$ cat config.mk
export PLATFORM = sky130hd
export DESIGN_NAME = gtp_ctrl
export DESIGN_NICKNAME = d
export VERILOG_FILES = /design/src/design/gtp_pkg.sv /design/src/design/gtp_ctrl.sv
export SDC_FILE = /design/constraint.sdc
export NUM_CORES = 1
export LEC_CHECK = 0
export BUFFER_PORTS_ARGS = -buffer_cell sky130_fd_sc_hd__buf_2
export CORE_MARGIN = 2
export CORE_UTILIZATION = 45
export CTS_CLUSTER_SIZE = 12
export DETAILED_ROUTE_END_ITERATION = 6
export PLACE_DENSITY = 0.74
export SYNTH_ARGS = -nofsm -noshare
export SYNTH_HDL_FRONTEND = slang
export SYNTH_SLANG_ARGS = --single-unit
$ cat constraint.sdc
create_clock -name clk -period 4.15 [get_ports clk]
set_clock_uncertainty 0.2 [all_clocks]
set_input_delay 0.2075 -clock clk [delete_from_list [all_inputs] [get_ports clk]]
set_output_delay 0.2075 -clock clk [all_outputs]
set_load 0.005 [all_outputs]
$ cat src/design/gtp_pkg.sv
// ----------------------------------------------------------------------------
// gtp_pkg
// Shared types and constants of the go-to-point PI controller.
// ----------------------------------------------------------------------------
package gtp_pkg;

  localparam int CNT_W      = 5;
  localparam int SQRT_STEPS = 25;
  localparam int ATAN_N     = 24;
  localparam int CORD_W     = 58;
  localparam int SQ_W       = 50;
  localparam int ACC_W      = 66;
  localparam int INT_W      = 48;

  localparam logic [2:0] REG_TARGET_X      = 3'd0;
  localparam logic [2:0] REG_TARGET_Y      = 3'd1;
  localparam logic [2:0] REG_DRIVE_P_GAIN  = 3'd2;
  localparam logic [2:0] REG_DRIVE_I_GAIN  = 3'd3;
  localparam logic [2:0] REG_DRIVE_I_DECAY = 3'd4;
  localparam logic [2:0] REG_STEER_P_GAIN  = 3'd5;
  localparam logic [2:0] REG_STEER_I_GAIN  = 3'd6;
  localparam logic [2:0] REG_STEER_I_DECAY = 3'd7;

  localparam logic [2:0] PH_SUM   = 3'd0;
  localparam logic [2:0] PH_DLO   = 3'd1;
  localparam logic [2:0] PH_DHI   = 3'd2;
  localparam logic [2:0] PH_INT   = 3'd3;
  localparam logic [2:0] PH_PROP  = 3'd4;
  localparam logic [2:0] PH_GLO   = 3'd5;
  localparam logic [2:0] PH_GHI   = 3'd6;
  localparam logic [2:0] PH_CMD   = 3'd7;

  localparam logic [31:0] ATAN_TURNS [ATAN_N] = '{
    32'd536870912, 32'd316933406, 32'd167458907, 32'd85004756, 32'd42667331,
    32'd21354465, 32'd10679838, 32'd5340245, 32'd2670163, 32'd1335087,
    32'd667544, 32'd333772, 32'd166886, 32'd83443, 32'd41722, 32'd20861,
    32'd10430, 32'd5215, 32'd2608, 32'd1304, 32'd652, 32'd326, 32'd163, 32'd81
  };

  typedef struct packed {
    logic signed [23:0] target_x;
    logic signed [23:0] target_y;
    logic [15:0]        drive_p_gain;
    logic [15:0]        drive_i_gain;
    logic [15:0]        drive_i_decay;
    logic [15:0]        steer_p_gain;
    logic [15:0]        steer_i_gain;
    logic [15:0]        steer_i_decay;
  } cfg_t;

  typedef struct packed {
    logic             load;
    logic             sq_x;
    logic             sq_y;
    logic             cord;
    logic             sqrt;
    logic             angle;
    logic             pi;
    logic [CNT_W-1:0] cnt;
  } cmd_t;

endpackage

$ cat src/design/gtp_ctrl.sv
// ----------------------------------------------------------------------------
// gtp_ctrl
// Sequencer that steps the datapath through one pose sample.
// ----------------------------------------------------------------------------
module gtp_ctrl #(
  parameter int CORDIC_STEPS = 16
) (
  input  logic          clk,
  input  logic          rst_n,
  input  logic          in_valid,
  input  logic          out_free,
  output logic          in_ready,
  output logic          out_load,
  output gtp_pkg::cmd_t cmd
);

  localparam logic [3:0] S_IDLE  = 4'd0;
  localparam logic [3:0] S_SQX   = 4'd1;
  localparam logic [3:0] S_SQY   = 4'd2;
  localparam logic [3:0] S_CORD  = 4'd3;
  localparam logic [3:0] S_SQRT  = 4'd4;
  localparam logic [3:0] S_ANGLE = 4'd5;
  localparam logic [3:0] S_PI    = 4'd6;
  localparam logic [3:0] S_OUT   = 4'd7;

  localparam logic [gtp_pkg::CNT_W-1:0] CORD_LAST = gtp_pkg::CNT_W'(CORDIC_STEPS - 1);
  localparam logic [gtp_pkg::CNT_W-1:0] SQRT_LAST = gtp_pkg::CNT_W'(gtp_pkg::SQRT_STEPS - 1);
  localparam logic [gtp_pkg::CNT_W-1:0] PI_LAST   = gtp_pkg::CNT_W'(15);

  logic [3:0]                state_r, state_nxt;
  logic [gtp_pkg::CNT_W-1:0] cnt_r, cnt_nxt;

  always_comb begin
    state_nxt = state_r;
    cnt_nxt   = cnt_r;
    cmd       = '0;
    cmd.cnt   = cnt_r;
    out_load  = 1'b0;
    case (state_r)
      S_IDLE: begin
        if (in_valid) begin
          cmd.load  = 1'b1;
          state_nxt = S_SQX;
        end
      end
      S_SQX: begin
        cmd.sq_x  = 1'b1;
        state_nxt = S_SQY;
      end
      S_SQY: begin
        cmd.sq_y  = 1'b1;
        cnt_nxt   = '0;
        state_nxt = S_CORD;
      end
      S_CORD: begin
        cmd.cord = 1'b1;
        if (cnt_r == CORD_LAST) begin
          cnt_nxt   = '0;
          state_nxt = S_SQRT;
        end else begin
          cnt_nxt = cnt_r + 1'b1;
        end
      end
      S_SQRT: begin
        cmd.sqrt = 1'b1;
        if (cnt_r == SQRT_LAST) begin
          cnt_nxt   = '0;
          state_nxt = S_ANGLE;
        end else begin
          cnt_nxt = cnt_r + 1'b1;
        end
      end
      S_ANGLE: begin
        cmd.angle = 1'b1;
        state_nxt = S_PI;
      end
      S_PI: begin
        cmd.pi = 1'b1;
        if (cnt_r == PI_LAST) begin
          state_nxt = S_OUT;
        end else begin
          cnt_nxt = cnt_r + 1'b1;
        end
      end
      S_OUT: begin
        if (out_free) begin
          out_load  = 1'b1;
          state_nxt = S_IDLE;
        end
      end
      default: begin
        state_nxt = S_IDLE;
      end
    endcase
  end

  always_ff @(posedge clk) begin
    if (!rst_n) begin
      state_r <= S_IDLE;
      cnt_r   <= '0;
    end else begin
      state_r <= state_nxt;
      cnt_r   <= cnt_nxt;
    end
  end

  assign in_ready = (state_r == S_IDLE);

endmodule

### Word level (Yosys, flattened, before mapping)

Cells that the tools add are included.

| word-level totals | value |
|---|---|
| register bits | 9 |
| input port bits | 4 |

| operators by class | value |
|---|---|
| add/subtract/negate cells | 1 |
| equality and inequality tests | 15 |
| muxes and demuxes | 20 |
| reductions and logical operators | 4 |

Operator list:

| cell | count |
|---|---|
| $pmux 4 s8 | 1 |
| $mux 4 | 5 |
| $pmux 5 s4 | 1 |
| $eq 4x3->1 const B | 4 |
| $mux 5 | 3 |
| $ne 2x2->1 const B | 6 |
| $mux 1 | 10 |
| $eq 4x2->1 const B | 2 |
| $add 5x1->5 const B | 1 |
| $eq 5x4->1 const B | 1 |
| $eq 5x5->1 const B | 1 |
| $reduce_and 5->1 | 1 |
| $eq 4x1->1 const B | 1 |
| $logic_not 4->1 | 1 |
| $reduce_bool 4->1 | 1 |
| $reduce_and 2->1 | 1 |

### Depth between registers and ports, before layout

Gate-level depths: netlist of the first run.

| logic depth | value |
|---|---|
| depth after elaboration | 3 |
| depth in mapped cells | 8 |
| gate-level depth less buffers | 8 |

### Least setup slack after synthesis of the first run

Ideal clock, no wire load.

| timing path | value |
|---|---|
| kind | reg2reg |
| start | reg cnt_r[0] in the netlist's numbering |
| end | reg cnt_r[2] in the netlist's numbering |
| setup time | 74 ps |
| arrival | 1642 ps |
| data required time | 3876 ps |
| path slack | 2234 ps |
| stages on the path, launching flop included | 9 |
| buffers on the path | 0 |
| cells stage by stage | dfxtp_1 -> ha_1 -> nand3_1 -> inv_1 -> ha_1 -> or3b_1 -> o211ai_2 -> nand4b_1 -> a31oi_1 |

| between the ends | value |
|---|---|
| cells in the longest elaborated chain, start to end | 3 |
| elaborated cells on any way between the ends | 9 |
| classes of those cells | add/sub: 1; eq/ne: 3; mux: 4; reduce/logical: 1 |

RTL lines:

| item | line | text |
|---|---|---|
| start, declared | gtp_ctrl.sv:31 | `logic [gtp_pkg::CNT_W-1:0] cnt_r, cnt_nxt;` |
| start signal, assigned | gtp_ctrl.sv:103 | `cnt_r <= cnt_nxt;` |
| $add 5x1->5, or another cell as far along | gtp_ctrl.sv:61, gtp_ctrl.sv:70, gtp_ctrl.sv:82 |  |
| $mux 5, or another cell as far along | gtp_ctrl.sv:79 | `if (cnt_r == PI_LAST) begin` |
| $pmux 5 s4 or $reduce_and 2->1 (tied branches) | -- |  |

Parallel ways exist; a longest one is shown, timed or not. The select of a mux whose other input is x is not followed.
A chain may end at the register's enable or synchronous reset.

### Worst setup path in the final report of the first run

Same ends and word-level chain as after synthesis.

==> results of run 1 <==
[cells in the final DEF (no fill, tap or decap)]
cell type / instances
nand2_2: 1
or3b_1: 1
o21ai_0: 1
o21ai_1: 1
o211ai_2: 1
a31oi_1: 3
nand2_1: 9
mux2i_1: 3
and2_1: 2
inv_2: 1
nand3_1: 6
and4b_1: 1
nand3b_1: 1
clkbuf_4: 3
a21oi_1: 5
nand4b_1: 1
mux2_2: 1
inv_1: 12
o2bb2ai_1: 1
ha_1: 8
nand2b_1: 2
o211ai_1: 1
nor2_1: 3
a2111oi_0: 1
dfxtp_1: 8
buf_2: 17
o221ai_1: 1
nor3_1: 3
nor2b_1: 3
[power by group]
group	switching [mW]	total [mW]	internal (mW)
clock network	0.0261	0.0592	0.0331
logic	0.0828	0.146	0.0632
registers	0.0133	0.0999	0.0866
[worst register-to-register path, stage by stage, from the launching register on]
cell and delay [ns]:
dfxtp_1 0.34, ha_1 0.23, nand3_1 0.11, inv_1 0.05, ha_1 0.22, or3b_1 0.38, o211ai_2 0.15, nand4b_1 0.14
a31oi_1 0.16
[flip-flops by register name, indices dropped and copies added (netlist names)]
name / flops
state_r: 3
cnt_r: 5
[layer usage]
metal,vias up,track usage (%)
met1,285,20.1
li1,323,-
met5,-,0
met3,0,6.09
met4,0,5.81
met2,14,28.4
[cells by family (layout without fill, tap and decap cells)]
logic type | after synthesis | count (layout)
compound gates | 15 | 15
fa+ha+maj | 8 | 8
flops | 8 | 8
mux | 4 | 4
buf+inv | 14 | 33
simple gates | 33 | 33
[final timing paths]
| check | slack [ns] | cells past startpoint | from | end |
|---|---|---|---|---|
| min reg2reg | 0.31 | 2 | cnt_r[0] | cnt_r[0] |
| max | 2.10 | 8 | cnt_r[0] | cnt_r[2] |
| max reg2reg | 2.10 | 8 | cnt_r[0] | cnt_r[2] |
| min | 0.05 | 3 | rst_n | state_r[0] |
[stage by stage]
step | util [%] | worst slack [ns] | hold slack (ns)
after floorplan | - | 2.23 | 0.154
after global placement | 56.1 | 2.18 | 0.286
after detailed placement | 56.1 | 2.12 | 0.305
after CTS | 57.8 | 2.11 | 0.0415
after global routing | 57.8 | 1.95 | 0.0694
final | 57.8 | 2.10 | 0.0457
[area by class of cell]
class | instances | area, µm²
multi-input cells | 60 | 417
flip-flops and latches | 8 | 160
repair buffers | 17 | 85.1
clock buffers | 3 | 22.5
well taps | 15 | 18.8
fillers | 127 | 549
inverters | 13 | 48.8
==> out/results.txt, run 1 <==
Outcome - complete, no violations
Synth top area cells - dfxtp_1, ha_1, inv_1, nand2_1, mux2i_1
Crit-path max cell delay - 0.38 ns
Deepest clock path buffer count - 2
Sequence of cells on the critical path - ha_1, nand3_1, inv_1, ha_1, or3b_1, o211ai_2, nand4b_1, a31oi_1
Area delta synth->final - 18.8%
Placed Cells - 113
Lkg Pwr - 0.366 nW
Number of synthesized flops with an enable pin - 0
Crit share post-route - 49.4%
Hold Vio Cnt, Final - 0
Drc violations - 0
Post-Syn Area - 633 µm²
CP dominant cell by count - ha_1
Post-synthesis adder-cell area fraction - 15.8%
Critical-path top delay cell - or3b_1
Setup violators final - 0
Core ar. - 1300 µm²
Drt wl/cell - 11.5 µm
Ys Warns - 0
First-pass GRT wire length - 2320 µm
Synth Area in XOR/XNOR - 0%
Min Tclk post-route - 2.05 ns
Setup_tns - 0 ns
Hpwl dp - 1050 µm
Most common cell in the synthesized netlist - inv_1
Final Power - 305 µW
Slew Limit Fails - 0
Synth top area share - 25.3%
Clk slew on worst S/H paths - 0.05 ns
Worst slew pin tran - 0.466 ns
Post-Syn Area per Cell - 7.72 µm²
Crit path required time - 4.13 ns
I/O Pins - 18
Vias - 622
Antenna Cells - 0
CTS Buf Count - 3
Crit Path Category - register to register
Routed met2 length - 661 µm
Critical path fanouts, max - 6
Largest family of logic cells by synthesized area - simple AND/OR/NAND/NOR gates
Library cells used by synthesis - 28
Post-CTS Setup Inserts - 0
Post-Synth Simple-Gate Area - 27.7%
RePlAce Congestion - 0.733
Worst-Skew Late Latency - 0.25 ns
Register area share after synthesis - 25.3%
Clock Sinks - 8
Cell Rows - 13
Post-synthesis mux area share - 6.52%
RSZ-0062 raised after global routing - false
Final antenna-violating net count - 0
Length of routed met3 wiring - 69 µm
H-tree depth - 1
Final Instance Count excl. Fillers - 116
Register bit total from synthesis - 8
Initial Util - 48.7%
Worst hold path type - input port to register
Antenna violations before repair - 0
Syn_nets - 94
Main synth FF type - dfxtp_1
1st-iter DRT viols - 8
Final Net Count - 115
DRT Pass-1 Iters - 4
Met1 WL - 600 µm
Largest net degree at the start of global routing - 15
Synth top cells by count - inv_1, nand2_1, dfxtp_1, ha_1, nand3_1
Peak VDD IR - 0.000234 V
Vias in the first global route - 562
Buf/Inv on CP - 1
Top Layer Used - met3
Max Cap Viol - 0
PortBufs - 17
Crit-path leading delay family - simple AND/OR/NAND/NOR gates
FFs w/ async S/R, synth - 0%
Crit path capture type - register
Compound-cell area share of the yosys netlist - 15.8%
Post-CTS sizing - 0
Die ar. - 1720 µm²
Cells after Synth - 82
Drt total wl - 1330 µm
Post-synth top area cell - dfxtp_1
Global-route usage over all layers - 17.0%
Congestion Overflow GR - 0
Design area - 752 µm²
Routed vias/inst - 5.36
Placed cell area - 729 µm²
Die height - 41.5 µm
CTS tree - built
Clock tree root buffer cell - clkbuf_4
Layout cells sized above 1 - 23.8%
Die W - 41.5 µm
Pwr Density - 406 nW/µm²
Slew HR - 68.0%
WP data arrival - 2.03 ns
# hold bufs at CTS - 0
Max frequency - 488 MHz
Startpoint Class - register
Note: power is estimated with default switching activity, not from simulation.
==> run 2, diff against run 1 <==
ABC_AREA = 1   (was unset)
PLACE_DENSITY = 0.71   (was 0.74)
clock period = 1.9 ns   (was 4.15 ns; I/O delays follow)
==> run 2 against run 1 <==
Synthesized cell count increased by 39%. Setup slack got worse by 2.0 ns. Sequential share of layout area decreased by 5.2 points. Routed wire length increased by 27%. Non-clock buffer count increased by 6. Largest cell class unchanged. Critical path depth increased by 3. Die area increased by 26%. Via count increased by 19%. Clock power increased by 120%. Critical path type unchanged.
==> out/results.txt, run 2 <==
Hold Vio Cnt, Final - 0
Top flop regs - cnt_r (5), state_r (3)
Layout cells sized above 1 - 36.7%
Area of the multi-input gates - 552 µm²
Sequence of cells on the critical path - ha_2, nand2_1, nor2_2, ha_2, inv_2, nand2_8, nand2_4, nor2_4, nand2_2, nor2_1, nor2_2
H-tree depth - 1
Worst-Skew Late Latency - 0.26 ns
Crit path required time - 1.86 ns
1st-iter DRT viols - 10
Critical path fanouts, max - 3
Core ar. - 1710 µm²
Slew Limit Fails - 0
Most common cell in the synthesized netlist - nand2_1
Biggest register - cnt_r
Largest net degree at the start of global routing - 10
Post-Syn Area - 815 µm²
Cells after Synth - 114
Crit Path Category - register to register
CTS tree - built
RSZ-0062 raised after global routing - true
Slew HR - 82.4%
Pre-CTS setup slack - 0.0899 ns
Met1 global-route usage - 22.5%
Area delta synth->final - 22.4%
Drt wl/cell - 10.3 µm
Vias in the first global route - 703
Ys Warns - 0
Cell Rows - 15
Sequential cell area - 160 µm²
PortBufs - 17
Worst Slack Setup Final - 0.134 ns
Die height - 46.5 µm
Drt total wl - 1690 µm
Synth top area cells - dfxtp_1, ha_1, nand2_1, inv_1, nand2_4
Final Net Count - 153
Drc violations - 0
Deepest clock path buffer count - 2
Congestion Overflow GR - 0
Critical-path top delay cell - dfxtp_1
Grt met3 use - 4.71%
Post-Syn Area per Cell - 7.15 µm²
Final antenna-violating net count - 0
FFs w/ async S/R, synth - 0%
Number of synthesized flops with an enable pin - 0
Met2 capacity usage during global routing - 30.0%
Design area - 997 µm²
Hpwl dp - 1380 µm
Syn_nets - 126
Antenna violations before repair - 0
WP data arrival - 1.72 ns
Max Cap Viol - 0
Die W - 46.5 µm
Peak VDD IR - 0.000929 V
Min Tclk post-route - 1.77 ns
Antenna Cells - 0
Global-route usage over all layers - 19.4%
Clock Sinks - 8
Max frequency - 566 MHz
Clock tree root buffer cell - clkbuf_4
GRT busiest layer - met2
Synth top area share - 19.7%
Placed cell area - 957 µm²
Library cells used by synthesis - 22
Main synth FF type - dfxtp_1
Crit share post-route - 93.0%
Max reg flops - 5
Crit-path max cell delay - 0.34 ns
Worst hold path type - input port to register
Lkg Pwr - 0.549 nW
CTS Buf Count - 3
Register bit total from synthesis - 8
I/O Pins - 18
Clk slew on worst S/H paths - 0.05 ns
Pwr Density - 1110 nW/µm²
Startpoint Class - register
RePlAce Congestion - 0.831
Setup violators final - 0
Hold Slack - 0.113 ns
Commonest non-fill, non-tap cell in the layout - nand2_1
Vias - 743
Routed vias/inst - 4.53
Synth top cells by count - nand2_1, inv_1, nor2_1
Initial Util - 47.7%
Outcome - complete, no violations
Post-synth top area cell - dfxtp_1
Crit path capture type - register
Worst slew pin tran - 0.264 ns
Register area share after synthesis - 19.7%
DRT Pass-1 Iters - 4
Filler cell count - 177
Most frequent cells in the layout - nand2_1, inv_1, buf_2, nor2_1, dfxtp_1
Die ar. - 2170 µm²
First-pass GRT wire length - 2850 µm
-- run 2: power breakdown --
part | total [mW] | switching (mW) | internal, mW
sequential | 0.224 | 0.0253 | 0.198
combinational | 0.751 | 0.478 | 0.273
clock | 0.133 | 0.0603 | 0.0724
-- run 2: final timing paths --
path                                    to  startpoint  slack, ns  cells after the start
worst max-delay path            state_r[1]    cnt_r[0]       0.13                     11
worst min-delay path            state_r[2]    in_valid       0.11                      7
worst max register to register  state_r[1]    cnt_r[0]       0.13                     11
worst min register to register    cnt_r[3]    cnt_r[3]       0.31                      2
-- run 2: what timing repair did --
item | CTS | global route
hold endpoints to repair | 4 | 0
hold buffers | 1 | 0
resized for setup | 0 | 3
setup endpoints to repair | 0 | 6
setup buffers | 0 | 0
-- run 2: layout make-up --
class	instances	area share [%]
inverter	25	9.91
multi-input combinational	80	55.3
sequential	8	16.1
tap	25	3.14
clock buffer	3	2.26
timing repair buffer	23	13.3
-- run 2: metal layers --
layer	wire length, µm	part of all wire, %
met1	778	46
met2	792	47
met3	63	3.7
met4	53	3.1
met5	0	0
-- run 2: kinds of logic after synthesis --
| group | share of synthesized area, % |
|---|---|
| buffers and inverters | 13.5 |
| AND/OR/NAND/NOR | 47.3 |
| AO/OA/AOI/OAI | 7.22 |
| flip-flops | 19.7 |
| adder cells (fa/ha/maj) | 12.3 |
-- run 2: per-stage QoR --
| stage | util [%] | total power, mW | instances | setup TNS, ns |
|---|---|---|---|---|
| floorplan | - | 0.827 | 114 | 0 |
| global placement | 56.0 | 0.968 | 160 | 0 |
| detailed placement | 56.0 | 0.984 | 160 | 0 |
| CTS | 57.9 | 1.12 | 164 | 0 |
| global route | 58.4 | 1.21 | 164 | -0.0240 |
| finish | 58.4 | 1.11 | 164 | 0 |
-- run 2: critical path, delay by kind of cell (launching register included) --
family	cells	cell delay, ns
fa+ha+maj	2	0.41
buf+inv	1	0.07
flops	1	0.34
simple gates	8	0.64
==> run 3, diff against run 2 <==
SETUP_SLACK_MARGIN = 0.15   (was unset)
==> run 3 against run 2 <==
Die area did not move. Total power up 7.3%. Register-to-register slack improved by 0.05 ns. Critical path depth up 1. Final cell count is 1.8% higher. Clock-buffer cell count unchanged. Critical endpoint unchanged. Largest cell class unchanged.
==> out/results.txt, run 3 (same netlist as run 2, synthesis figures left out) <==
Most frequent cells in the layout - inv_1, nand2_1, buf_2, nor2_1, buf_4
Final Net Count - 156
Global-route usage over all layers - 19.0%
Core ar. - 1710 µm²
Worst-Skew Late Latency - 0.26 ns
Routed vias/inst - 4.75
I/O Pins - 18
CTS tree - built
Worst slew pin tran - 0.232 ns
Min Tclk post-route - 1.71 ns
Clock tree root buffer cell - clkbuf_4
Antenna Cells - 0
Crit Path Category - register to register
Deepest clock path buffer count - 2
Drt total wl - 1850 µm
Die W - 46.5 µm
Slew HR - 84.5%
Hold Vio Cnt, Final - 0
Die height - 46.5 µm
Crit path capture type - register
RSZ-0062 raised after global routing - true
Drt wl/cell - 11.1 µm
DRT Pass-1 Iters - 5
Biggest register - cnt_r
Pre-CTS setup slack - 0.0627 ns
First-pass GRT wire length - 2790 µm
Crit share post-route - 90.1%
Largest net degree at the start of global routing - 10
Cell Rows - 15
H-tree depth - 1
Pwr Density - 1110 nW/µm²
Die ar. - 2170 µm²
Antenna violations before repair - 0
Final antenna-violating net count - 0
Placed cell area - 960 µm²
Max Cap Viol - 0
Congestion Overflow GR - 0
1st-iter DRT viols - 10
Peak VDD IR - 0.000853 V
Design area - 1070 µm²
Clock Sinks - 8
Slew Limit Fails - 0
Crit path required time - 1.91 ns
Startpoint Class - register
Max reg flops - 5
Outcome - complete, no violations
PortBufs - 17
Top flop regs - cnt_r (5), state_r (3)
Initial Util - 47.7%
Clk slew on worst S/H paths - 0.06 ns
Layout cells sized above 1 - 43.7%
Hpwl dp - 1380 µm
Setup violators final - 0
Critical path fanouts, max - 3
Worst hold path type - input port to register
Area delta synth->final - 31.8%
Worst Slack Setup Final - 0.189 ns
Drc violations - 0
WP data arrival - 1.72 ns
CTS Buf Count - 3
Vias - 793
Max frequency - 584 MHz
Lkg Pwr - 0.570 nW
Vias in the first global route - 668
Setup_tns - 0 ns
RePlAce Congestion - 0.831
## run 3: changes by cell type in the layout (fill, tap and decap cells not counted), sizes merged
cell	change
buf	+3
## run 3: layout make-up
type                            instances  area (µm²)
Tap cell                               25        31.3
Timing Repair Buffer                   26         168
Fill cell                             152         634
Inverter                               25        98.8
Clock buffer                            3        22.5
Sequential cell                         8         169
Multi-Input combinational cell         80         584
## run 3: per-stage QoR
| step | hold slack (ns) | cells | utilization [%] | power [mW] |
|---|---|---|---|---|
| after global routing | 0.211 | 167 | 62.9 | 1.28 |
| after CTS | 0.137 | 164 | 59.6 | 1.13 |
| final | 0.161 | 167 | 62.9 | 1.19 |
| after detailed placement | 0.175 | 158 | 56.2 | 0.979 |
| after global placement | 0.177 | 158 | 56.2 | 0.969 |
| after floorplan | 0.0158 | 114 | - | 0.828 |
## run 3: final timing paths
path,cells after the start,endpoint,slack (ns),start
max,12,state_r[1],0.19,cnt_r[1]
min,7,state_r[2],0.16,in_valid
max reg2reg,12,state_r[1],0.19,cnt_r[1]
min reg2reg,2,cnt_r[3],0.30,cnt_r[3]
## run 3: where the power goes
part           internal, mW  switching [mW]
Sequential            0.199          0.0294
Clock                0.0728          0.0655
Combinational         0.311           0.511
Total                 0.583           0.605
## run 3: what timing repair did
action | 4_1_cts | 5_1_grt
hold buffers | 1 | 0
hold endpoints to repair | 4 | 0
setup buffers | 2 | 3
endpoints found under the setup margin | 4 | 4
gates resized for setup | 4 | 6
pin swaps | 1 | 6
## run 3: critical path: stages, from the launching register on
cell     delay (ns)
dfxtp_4        0.36
ha_4           0.14
nand2_2        0.06
nor2_2         0.11
ha_2           0.22
inv_2          0.07
nand2_8        0.07
nand2_4        0.05
nor2_4         0.12
nand2_2        0.07
nand2_1        0.06
nand2_1        0.05
nor2_2         0.08
## run 3: per-layer routing
layer	GRT usage (%)	part of all wire [%]
met1	20.9	44
met2	31.9	49
met3	3.92	4.0
met4	13.1	2.7
met5	0	0
